--- src/bsr_pkg.sv ---
package bsr_pkg;

   // command codes; code 7 is treated as print
   localparam logic [2:0] KIND_PUSH     = 3'd0;
   localparam logic [2:0] KIND_POP      = 3'd1;
   localparam logic [2:0] KIND_PEEK     = 3'd2;
   localparam logic [2:0] KIND_DUP      = 3'd3;
   localparam logic [2:0] KIND_ROT_UP   = 3'd4;
   localparam logic [2:0] KIND_ROT_DOWN = 3'd5;
   localparam logic [2:0] KIND_PRINT    = 3'd6;

   localparam logic [1:0] STATUS_OK    = 2'd0;
   localparam logic [1:0] STATUS_FULL  = 2'd1;
   localparam logic [1:0] STATUS_EMPTY = 2'd2;

   localparam int         MAX_RESULTS       = 64;
   localparam int         LIMIT_WIDTH       = 7;
   localparam logic [6:0] STACK_LIMIT_RESET = 7'd64;

endpackage

--- src/bsr_mem.sv ---
module bsr_mem #(
   parameter int DEPTH = 64
) (
   input  logic                       clock,
   input  logic                       rd_en,
   input  logic [$clog2(DEPTH)-1:0]   rd_addr,
   output logic [7:0]                 rd_data,
   input  logic                       wr_en,
   input  logic [$clog2(DEPTH)-1:0]   wr_addr,
   input  logic [7:0]                 wr_data
);

   logic [7:0] mem [DEPTH];
   logic [7:0] rd_data_ff;

   always_ff @(posedge clock) begin
      if (wr_en) begin
         mem[wr_addr] <= wr_data;
      end
   end

   // read data holds until the next read
   always_ff @(posedge clock) begin
      if (rd_en) begin
         rd_data_ff <= mem[rd_addr];
      end
   end

   assign rd_data = rd_data_ff;

endmodule

--- src/bsr_ctrl.sv ---
module bsr_ctrl
   import bsr_pkg::*;
#(
   parameter int DEPTH = 64
) (
   input  logic                       clock,
   input  logic                       reset,
   input  logic [LIMIT_WIDTH-1:0]     limit,
   input  logic                       req_valid,
   output logic                       req_ready,
   input  logic [2:0]                 req_kind,
   input  logic [7:0]                 req_push_byte,
   input  logic [3:0]                 req_rotate_count,
   output logic                       rsp_valid,
   input  logic                       rsp_ready,
   output logic [1:0]                 rsp_status,
   output logic [7:0]                 rsp_data,
   output logic                       rsp_data_valid,
   output logic                       rsp_last,
   output logic                       mem_rd_en,
   output logic [$clog2(DEPTH)-1:0]   mem_rd_addr,
   input  logic [7:0]                 mem_rd_data,
   output logic                       mem_wr_en,
   output logic [$clog2(DEPTH)-1:0]   mem_wr_addr,
   output logic [7:0]                 mem_wr_data
);

   localparam int AW = $clog2(DEPTH);
   localparam int CW = $clog2(DEPTH + 1);
   localparam int RW = $clog2(MAX_RESULTS + 1);

   typedef enum logic [6:0] {
      ST_IDLE    = 7'b0000001,
      ST_EXEC    = 7'b0000010,
      ST_RESP    = 7'b0000100,
      ST_ROT_RD  = 7'b0001000,
      ST_ROT_WR  = 7'b0010000,
      ST_ROT_FIN = 7'b0100000,
      ST_PR_OUT  = 7'b1000000
   } state_type;

   state_type     state_ff, state_in;
   logic [2:0]    kind_ff, kind_in;
   logic [7:0]    byte_ff, byte_in;
   logic [3:0]    n_ff, n_in;
   logic [CW-1:0] count_ff, count_in;
   logic [AW-1:0] ptr_ff, ptr_in;
   logic [RW-1:0] remain_ff, remain_in;
   logic [7:0]    tmp_ff, tmp_in;
   logic [1:0]    res_status_ff, res_status_in;
   logic [7:0]    res_data_ff, res_data_in;
   logic          res_dv_ff, res_dv_in;

   logic          rsp_valid_ff, rsp_valid_in;
   logic [1:0]    rsp_status_ff, rsp_status_in;
   logic [7:0]    rsp_data_ff, rsp_data_in;
   logic          rsp_dv_ff, rsp_dv_in;
   logic          rsp_last_ff, rsp_last_in;

   logic [CW-1:0] count_m1;
   logic [CW-1:0] lo_req;
   logic [CW-1:0] lo_cur;
   logic          full;
   logic          empty;
   logic          rot_ok;
   logic          rot_up;
   logic          out_free;
   logic          load;
   logic [1:0]    load_status;
   logic [7:0]    load_data;
   logic          load_dv;
   logic          load_last;

   assign count_m1 = count_ff - CW'(1);
   assign lo_req   = count_ff - CW'(req_rotate_count);
   assign lo_cur   = count_ff - CW'(n_ff);
   // effective limit is min(limit, DEPTH)
   assign full     = (int'(count_ff) >= int'(limit)) || (int'(count_ff) >= DEPTH);
   assign empty    = (count_ff == '0);
   assign rot_ok   = (n_ff > 4'd1) && (int'(n_ff) <= int'(count_ff));
   assign rot_up   = (kind_ff == KIND_ROT_UP);
   assign out_free = !rsp_valid_ff || rsp_ready;

   assign req_ready = (state_ff == ST_IDLE);

   always_comb begin
      state_in      = state_ff;
      kind_in       = kind_ff;
      byte_in       = byte_ff;
      n_in          = n_ff;
      count_in      = count_ff;
      ptr_in        = ptr_ff;
      remain_in     = remain_ff;
      tmp_in        = tmp_ff;
      res_status_in = res_status_ff;
      res_data_in   = res_data_ff;
      res_dv_in     = res_dv_ff;
      mem_rd_en     = 1'b0;
      mem_rd_addr   = count_m1[AW-1:0];
      mem_wr_en     = 1'b0;
      mem_wr_addr   = ptr_ff;
      mem_wr_data   = mem_rd_data;
      load          = 1'b0;
      load_status   = STATUS_OK;
      load_data     = 8'd0;
      load_dv       = 1'b0;
      load_last     = 1'b1;

      unique case (state_ff)
         ST_IDLE: begin
            if (req_valid) begin
               kind_in   = req_kind;
               byte_in   = req_push_byte;
               n_in      = req_rotate_count;
               mem_rd_en = 1'b1;
               // rotate down needs the deepest entry of the group, all else the top
               if (req_kind == KIND_ROT_DOWN) begin
                  mem_rd_addr = lo_req[AW-1:0];
               end
               state_in = ST_EXEC;
            end
         end
         ST_EXEC: begin
            res_status_in = STATUS_OK;
            res_data_in   = 8'd0;
            res_dv_in     = 1'b0;
            state_in      = ST_RESP;
            case (kind_ff)
               KIND_PUSH: begin
                  if (full) begin
                     res_status_in = STATUS_FULL;
                  end else begin
                     mem_wr_en   = 1'b1;
                     mem_wr_addr = count_ff[AW-1:0];
                     mem_wr_data = byte_ff;
                     count_in    = count_ff + CW'(1);
                  end
               end
               KIND_POP, KIND_PEEK: begin
                  if (empty) begin
                     res_status_in = STATUS_EMPTY;
                  end else begin
                     res_data_in = mem_rd_data;
                     res_dv_in   = 1'b1;
                     if (kind_ff == KIND_POP) begin
                        count_in = count_m1;
                     end
                  end
               end
               KIND_DUP: begin
                  if (full) begin
                     res_status_in = STATUS_FULL;
                  end else if (empty) begin
                     res_status_in = STATUS_EMPTY;
                  end else begin
                     mem_wr_en   = 1'b1;
                     mem_wr_addr = count_ff[AW-1:0];
                     mem_wr_data = mem_rd_data;
                     count_in    = count_ff + CW'(1);
                  end
               end
               KIND_ROT_UP, KIND_ROT_DOWN: begin
                  if (rot_ok) begin
                     tmp_in    = mem_rd_data;
                     remain_in = RW'(n_ff - 4'd1);
                     ptr_in    = rot_up ? count_m1[AW-1:0] : lo_cur[AW-1:0];
                     state_in  = ST_ROT_RD;
                  end
               end
               default: begin
                  if (empty) begin
                     state_in = ST_IDLE;
                  end else begin
                     ptr_in    = count_m1[AW-1:0];
                     remain_in = (int'(count_ff) < MAX_RESULTS) ? RW'(count_ff)
                                                                : RW'(MAX_RESULTS);
                     state_in  = ST_PR_OUT;
                  end
               end
            endcase
         end
         ST_RESP: begin
            if (out_free) begin
               load        = 1'b1;
               load_status = res_status_ff;
               load_data   = res_data_ff;
               load_dv     = res_dv_ff;
               state_in    = ST_IDLE;
            end
         end
         ST_ROT_RD: begin
            mem_rd_en   = 1'b1;
            mem_rd_addr = rot_up ? (ptr_ff - AW'(1)) : (ptr_ff + AW'(1));
            state_in    = ST_ROT_WR;
         end
         ST_ROT_WR: begin
            mem_wr_en   = 1'b1;
            mem_wr_addr = ptr_ff;
            mem_wr_data = mem_rd_data;
            ptr_in      = rot_up ? (ptr_ff - AW'(1)) : (ptr_ff + AW'(1));
            remain_in   = remain_ff - RW'(1);
            state_in    = (remain_ff == RW'(1)) ? ST_ROT_FIN : ST_ROT_RD;
         end
         ST_ROT_FIN: begin
            // pointer has landed on the slot the saved byte goes to
            mem_wr_en   = 1'b1;
            mem_wr_addr = ptr_ff;
            mem_wr_data = tmp_ff;
            state_in    = ST_RESP;
         end
         ST_PR_OUT: begin
            if (out_free) begin
               load      = 1'b1;
               load_data = mem_rd_data;
               load_dv   = 1'b1;
               load_last = (remain_ff == RW'(1));
               if (remain_ff == RW'(1)) begin
                  state_in = ST_IDLE;
               end else begin
                  mem_rd_en   = 1'b1;
                  mem_rd_addr = ptr_ff - AW'(1);
                  ptr_in      = ptr_ff - AW'(1);
                  remain_in   = remain_ff - RW'(1);
               end
            end
         end
         default: begin
            state_in = ST_IDLE;
         end
      endcase
   end

   always_comb begin
      rsp_valid_in  = rsp_valid_ff;
      rsp_status_in = rsp_status_ff;
      rsp_data_in   = rsp_data_ff;
      rsp_dv_in     = rsp_dv_ff;
      rsp_last_in   = rsp_last_ff;
      if (load) begin
         rsp_valid_in  = 1'b1;
         rsp_status_in = load_status;
         rsp_data_in   = load_data;
         rsp_dv_in     = load_dv;
         rsp_last_in   = load_last;
      end else if (rsp_ready) begin
         rsp_valid_in = 1'b0;
      end
   end

   always_ff @(posedge clock) begin
      if (reset) begin
         state_ff     <= ST_IDLE;
         count_ff     <= '0;
         rsp_valid_ff <= 1'b0;
      end else begin
         state_ff     <= state_in;
         count_ff     <= count_in;
         rsp_valid_ff <= rsp_valid_in;
      end
   end

   always_ff @(posedge clock) begin
      kind_ff       <= kind_in;
      byte_ff       <= byte_in;
      n_ff          <= n_in;
      ptr_ff        <= ptr_in;
      remain_ff     <= remain_in;
      tmp_ff        <= tmp_in;
      res_status_ff <= res_status_in;
      res_data_ff   <= res_data_in;
      res_dv_ff     <= res_dv_in;
      rsp_status_ff <= rsp_status_in;
      rsp_data_ff   <= rsp_data_in;
      rsp_dv_ff     <= rsp_dv_in;
      rsp_last_ff   <= rsp_last_in;
   end

   assign rsp_valid      = rsp_valid_ff;
   assign rsp_status     = rsp_status_ff;
   assign rsp_data       = rsp_data_ff;
   assign rsp_data_valid = rsp_dv_ff;
   assign rsp_last       = rsp_last_ff;

endmodule

--- src/byte_stack_with_rotate_top.sv ---
// Byte-wide LIFO stack of DEPTH entries held in one synchronous RAM, with push,
// pop, peek, dup, rotate up/down of the top n entries and print (top to bottom,
// last result flagged, nothing for an empty stack). The capacity is
// min(csr limit, DEPTH); the limit resets to 64 and should be written only while
// the block is idle. One command is handled at a time. Push, pop, peek, dup and
// a rotate that does nothing pass through EXEC and RESP; an active rotate goes
// through ROT_RD and ROT_WR for each shifted entry, as each costs a RAM read and a
// RAM write through the single read and write port, then ROT_FIN and RESP; print
// emits the entries one after another, with at most 64 entries emitted. A result
// waits in an output register and the next command is accepted once the last
// result of the previous one has been loaded there. Back-pressure on the result
// side stalls print and the single-result commands alike.
module byte_stack_with_rotate_top
   import bsr_pkg::*;
#(
   parameter int DEPTH = 64
) (
   input  logic                   clock,
   input  logic                   reset,
   input  logic                   csr_we,
   input  logic [LIMIT_WIDTH-1:0] csr_wdata,
   input  logic                   req_valid,
   output logic                   req_ready,
   input  logic [2:0]             req_kind,
   input  logic [7:0]             req_push_byte,
   input  logic [3:0]             req_rotate_count,
   output logic                   rsp_valid,
   input  logic                   rsp_ready,
   output logic [1:0]             rsp_status,
   output logic [7:0]             rsp_data,
   output logic                   rsp_data_valid,
   output logic                   rsp_last
);

   localparam int AW = $clog2(DEPTH);

   logic [LIMIT_WIDTH-1:0] limit_ff, limit_in;
   logic                   mem_rd_en;
   logic [AW-1:0]          mem_rd_addr;
   logic [7:0]             mem_rd_data;
   logic                   mem_wr_en;
   logic [AW-1:0]          mem_wr_addr;
   logic [7:0]             mem_wr_data;

   assign limit_in = csr_we ? csr_wdata : limit_ff;

   always_ff @(posedge clock) begin
      if (reset) begin
         limit_ff <= STACK_LIMIT_RESET;
      end else begin
         limit_ff <= limit_in;
      end
   end

   bsr_ctrl #(
      .DEPTH (DEPTH)
   ) u_ctrl (
      .clock            (clock),
      .reset            (reset),
      .limit            (limit_ff),
      .req_valid        (req_valid),
      .req_ready        (req_ready),
      .req_kind         (req_kind),
      .req_push_byte    (req_push_byte),
      .req_rotate_count (req_rotate_count),
      .rsp_valid        (rsp_valid),
      .rsp_ready        (rsp_ready),
      .rsp_status       (rsp_status),
      .rsp_data         (rsp_data),
      .rsp_data_valid   (rsp_data_valid),
      .rsp_last         (rsp_last),
      .mem_rd_en        (mem_rd_en),
      .mem_rd_addr      (mem_rd_addr),
      .mem_rd_data      (mem_rd_data),
      .mem_wr_en        (mem_wr_en),
      .mem_wr_addr      (mem_wr_addr),
      .mem_wr_data      (mem_wr_data)
   );

   bsr_mem #(
      .DEPTH (DEPTH)
   ) u_mem (
      .clock   (clock),
      .rd_en   (mem_rd_en),
      .rd_addr (mem_rd_addr),
      .rd_data (mem_rd_data),
      .wr_en   (mem_wr_en),
      .wr_addr (mem_wr_addr),
      .wr_data (mem_wr_data)
   );

endmodule

--- config.mk ---
export PLATFORM = sky130hd
export DESIGN_NAME = byte_stack_with_rotate_top
export DESIGN_NICKNAME = d
export VERILOG_FILES = /design/src/bsr_pkg.sv /design/src/bsr_mem.sv /design/src/bsr_ctrl.sv /design/src/byte_stack_with_rotate_top.sv
export SDC_FILE = /design/constraint.sdc
export NUM_CORES = 1
export LEC_CHECK = 0
export ABC_AREA = 0
export BUFFER_PORTS_ARGS = -buffer_cell sky130_fd_sc_hd__buf_2
export CORE_MARGIN = 1
export CORE_UTILIZATION = 45
export CTS_CLUSTER_SIZE = 12
export DETAILED_ROUTE_END_ITERATION = 12
export PLACE_DENSITY = 0.66
export SLEW_MARGIN = 30
export SYNTH_ARGS = -nofsm -noshare
export SYNTH_HDL_FRONTEND = slang
export SYNTH_SLANG_ARGS = --single-unit
--- constraint.sdc ---
create_clock -name clock -period 3.8 [get_ports clock]
set_input_delay 0.38 -clock clock [delete_from_list [all_inputs] [get_ports clock]]
set_output_delay 0.38 -clock clock [all_outputs]
set_load 0.01 [all_outputs]
==> summary.md <==
| Metric | Value |
|---|---|
| Status | complete, but fails checks |
| Failing checks | setup timing |
| Placer Congestion | 0.942 |
| Avg Cell Area, Syn | 17.5 um2 |
| Synth cell types | 71 |
| End of the worst hold path | limit_ff[6] |
| Tcrit/Tclk final | 1.00 |
| Antenna violations before repair | 2 |
| First-pass GRT wire length | 91.0 mm |
| Vias in the first global route | 14400 |
| Worst path max stage delay | 570 ps |
| Critical Path Source Type | flip-flop |
| Worst-Margin Slew | 788 ps |
| Flop2flop setup slack | -20 ps |
| Final hold viol count | 0 |
| R2R depth | 11 |
| Routed WL | 61.6 mm |
| Avg WL per Cell | 24.9 um |
| DP Area | 27500 um2 |
| Leakage | 10.2 nW |
| Setup ws final | -15.0 ps |
| Nets | 1752 |
| Pwr/cell area | 485 nW/um2 |
| Worst Hold Class | in -> reg |
| Hold Crit Start | csr_we |
| Mapped Cells | 1433 |
| CP max FO | 16 |
| #FFs+latches synth | 601 |
| DRT iter0 DRCs | 1319 |
| Reg clk slew, reported paths | 60 ps |
| Layout cells sized above 1 | 0.310 |
| Sequential share of the synthesized area | 0.711 |
| Vias | 14500 |
| Min cycle time layout | 3820 ps |
| Critical path's slowest cell | mux4_2 |
| Final HPWL from detailed placement | 39.3 mm |
| Slew HR | 0.472 |
| Logic pwr share | 0.092 |
| Cell Int Power | 11.2 mW |
| RSZ-0062 raised after global routing | true |
| Post-synthesis cell area | 25100 um2 |
| Final std cell area, no fill | 30100 um2 |
| Hold Path Cell Cnt | 2 |
| Peak Freq | 262 MHz |
| Sequential share of power | 0.532 |
| Multi-input gate area in the final layout | 7050 um2 |
| Port buffer count | 40 |
| Area grow syn2layout | 20.2% |
| CTS tree | built |
| Clock skew | 37.9 ps |
| Die area | 56700 um2 |
| Root Buffer | clkbuf_16 |
| Largest net degree at the start of global routing | 65 |
| Deepest clock path buffer count | 3 |
| Initial Util | 0.455 |
| Reg-to-reg startpoint | u_ctrl.remain_ff[3] |
| Top_reg_cell synth | edfxtp_1 |
| Commonest cells after routing, fill and taps aside | edfxtp_1 (579), buf_4 (178), mux4_2 (125) |
| Clk sinks | 601 |
| Std-Cell Rows | 86 |
| Total of max-cap violations | 0 |
| Area occupied by registers | 17800 um2 |
| Clk Latency, worst-skew pair | 640 ps |
| Vias per cell | 5.86 |
| Worst EP required | 4160 ps |
| Post-synth EDFFs | 579 |
| Fillers | 4308 |
| Total grt overflow | 0 |
| Critical path class | reg -> reg |
| CP endpoint kind | flip-flop |
| Io pins | 41 |
| Switching power | 3.41 mW |
| ANT nets after route | 0 |
| Residual DRC | 0 |
| Synth async-reset ratio | 0 |
| Sw Ratio | 0.234 |
| Crit-path cells | nor4_4 > a211oi_1 > o21ba_2 > o21a_1 > o221ai_4 > buf_12 > buf_16 > mux4_2 > a22oi_2 > a21oi_1 > or4_1 |
| Warnings, synthesis | 0 |
| CTS buffer count | 61 |
| Critical Path AT | 4180 ps |
| H-Tree Depth | 2 |
| Core footprint | 55100 um2 |
| Die Height | 238 um |
| Commonest non-fill, non-tap cell in the layout | edfxtp_1 |
| Peak supply drop | 0.420 mV |
| Final setup viols | 1 |
| GRT Overall Usage | 0.218 |
| Worst r2r dst | u_mem.rd_data[7] |
| Hold WS | 122 ps |
| Drt pass-1 iters | 7 |
| Clock power share | 0.376 |
| Die X | 238 um |
| Mapped Nets | 1489 |
| Final slew viol count | 0 |
| Total Power | 14.6 mW |
## final cells by class
type	count	share of cell area
antenna	1	0.0000831
sequential	601	0.592
tap	748	0.0311
multi-input combinational	732	0.234
clock inverter	27	0.00818
clock buffer	67	0.0514
timing repair buffer	272	0.0802
inverter	28	0.00349
## cell usage after synthesis (6+ instances only)
library cell	number	area [um2]
a211oi_1	12	90.1
a21o_1	8	60.1
a21oi_1	65	325
a22o_1	11	96.3
a22oi_1	75	563
a31oi_1	7	43.8
and2_1	11	68.8
and3_1	7	43.8
buf_2	7	35.0
buf_4	17	128
buf_6	6	67.6
clkbuf_1	40	150
dfxtp_1	22	440
edfxtp_1	579	17400
ha_1	27	338
inv_1	26	97.6
mux2i_1	9	90.1
mux4_2	124	2790
nand2_1	54	203
nand2b_1	13	81.3
nand3_1	11	55.1
nand4_1	6	37.5
nor2_1	116	435
nor2b_1	12	75.1
nor3_1	23	115
nor3b_1	6	45.0
o21ai_0	19	95.1
or4_1	10	75.1
xnor2_1	23	201
xor2_1	9	78.8
## state kept, by name (all words and copies together), names as in the netlist, 2 cells and up
name and cells:
limit_ff 7, u_ctrl.byte_ff 8, u_ctrl.count_ff 7, u_ctrl.kind_ff 3, u_ctrl.n_ff 4, u_ctrl.ptr_ff 6
u_ctrl.remain_ff 7, u_ctrl.res_data_ff 8, u_ctrl.res_status_ff 2, u_ctrl.rsp_data 8, u_ctrl.rsp_status 2, u_ctrl.state_ff 7
u_ctrl.tmp_ff 8, u_mem.mem 512, u_mem.rd_data 8
## worst max-delay path by stage
stage | from | to | slack [ps] | cells past startpoint
6_report | u_ctrl.remain_ff[3] | u_mem.rd_data[7] | -20 | 11
5_1_grt | u_ctrl.remain_ff[3] | u_mem.rd_data[7] | -90 | 11
4_1_cts | u_ctrl.remain_ff[5] | u_mem.rd_data[4] | 1 | 12
3_5_place_dp | u_ctrl.state_ff[1] | u_mem.rd_data[4] | -250 | 12
3_3_place_gp | u_ctrl.remain_ff[1] | u_mem.rd_data[4] | -210 | 15
2_1_floorplan | u_ctrl.count_ff[0] | u_mem.mem[0][0] | 60 | 12
## layer usage
metal | wire, um | global-route usage | vias to the layer above | part of all wire
met1 | 25800 | 0.312 | 7424 | 0.42
met4 | 1470 | 0.0649 | 2 | 0.024
li1 | - | - | 6320 | -
met5 | 13 | 0 | - | 0.00021
met2 | 29000 | 0.341 | 668 | 0.47
met3 | 5290 | 0.0440 | 104 | 0.086
## logic make-up after synthesis
kind of cell,after synthesis,share of synthesized area
AND/OR/NAND/NOR,297,0.0589
flip-flops,601,0.711
buffers and inverters,100,0.0197
AO/OA/AOI/OAI,237,0.0648
adder cells (fa/ha/maj),29,0.0151
multiplexers,137,0.119
XOR/XNOR,32,0.0112
## metrics by stage
step           setup TNS (ps)   util  setup slack, ps  cells
5_1_grt                  -674  0.547            -91.9   2476
3_5_place_dp            -1040  0.500             -253   2330
6_report                -15.0  0.547            -15.0   2476
4_1_cts                     0  0.539             1.13   2449
2_1_floorplan               0      -             55.6   1433
3_3_place_gp            -4540  0.500             -208   2330
## power by group through the flow
stage / Combinational (mW) / Sequential, mW / Clock (mW)
after floorplan: 0.658 / 7.89 / 0
after global placement: 1.24 / 7.91 / 0
after detailed placement: 1.28 / 7.91 / 0
after CTS: 1.31 / 7.78 / 5.57
after global routing: 1.44 / 7.78 / 5.81
final: 1.35 / 7.78 / 5.49
## critical path, delay by kind of cell, from the launching register on
kind | cells | cell delay (ps)
multiplexers | 1 | 570
AND/OR/NAND/NOR | 2 | 890
buffers and inverters | 2 | 400
flip-flops | 1 | 440
AO/OA/AOI/OAI | 6 | 1240
## timing repair
action                     in CTS  in global routing
hold buffers                   22                  0
pin swaps                       6                  5
setup buffers                   2                 24
setup endpoints to repair      10                168
resized for setup              23                 52
gates cloned                    1                  2
hold endpoints to repair       22                  0
(Power assumes the default switching activity.)
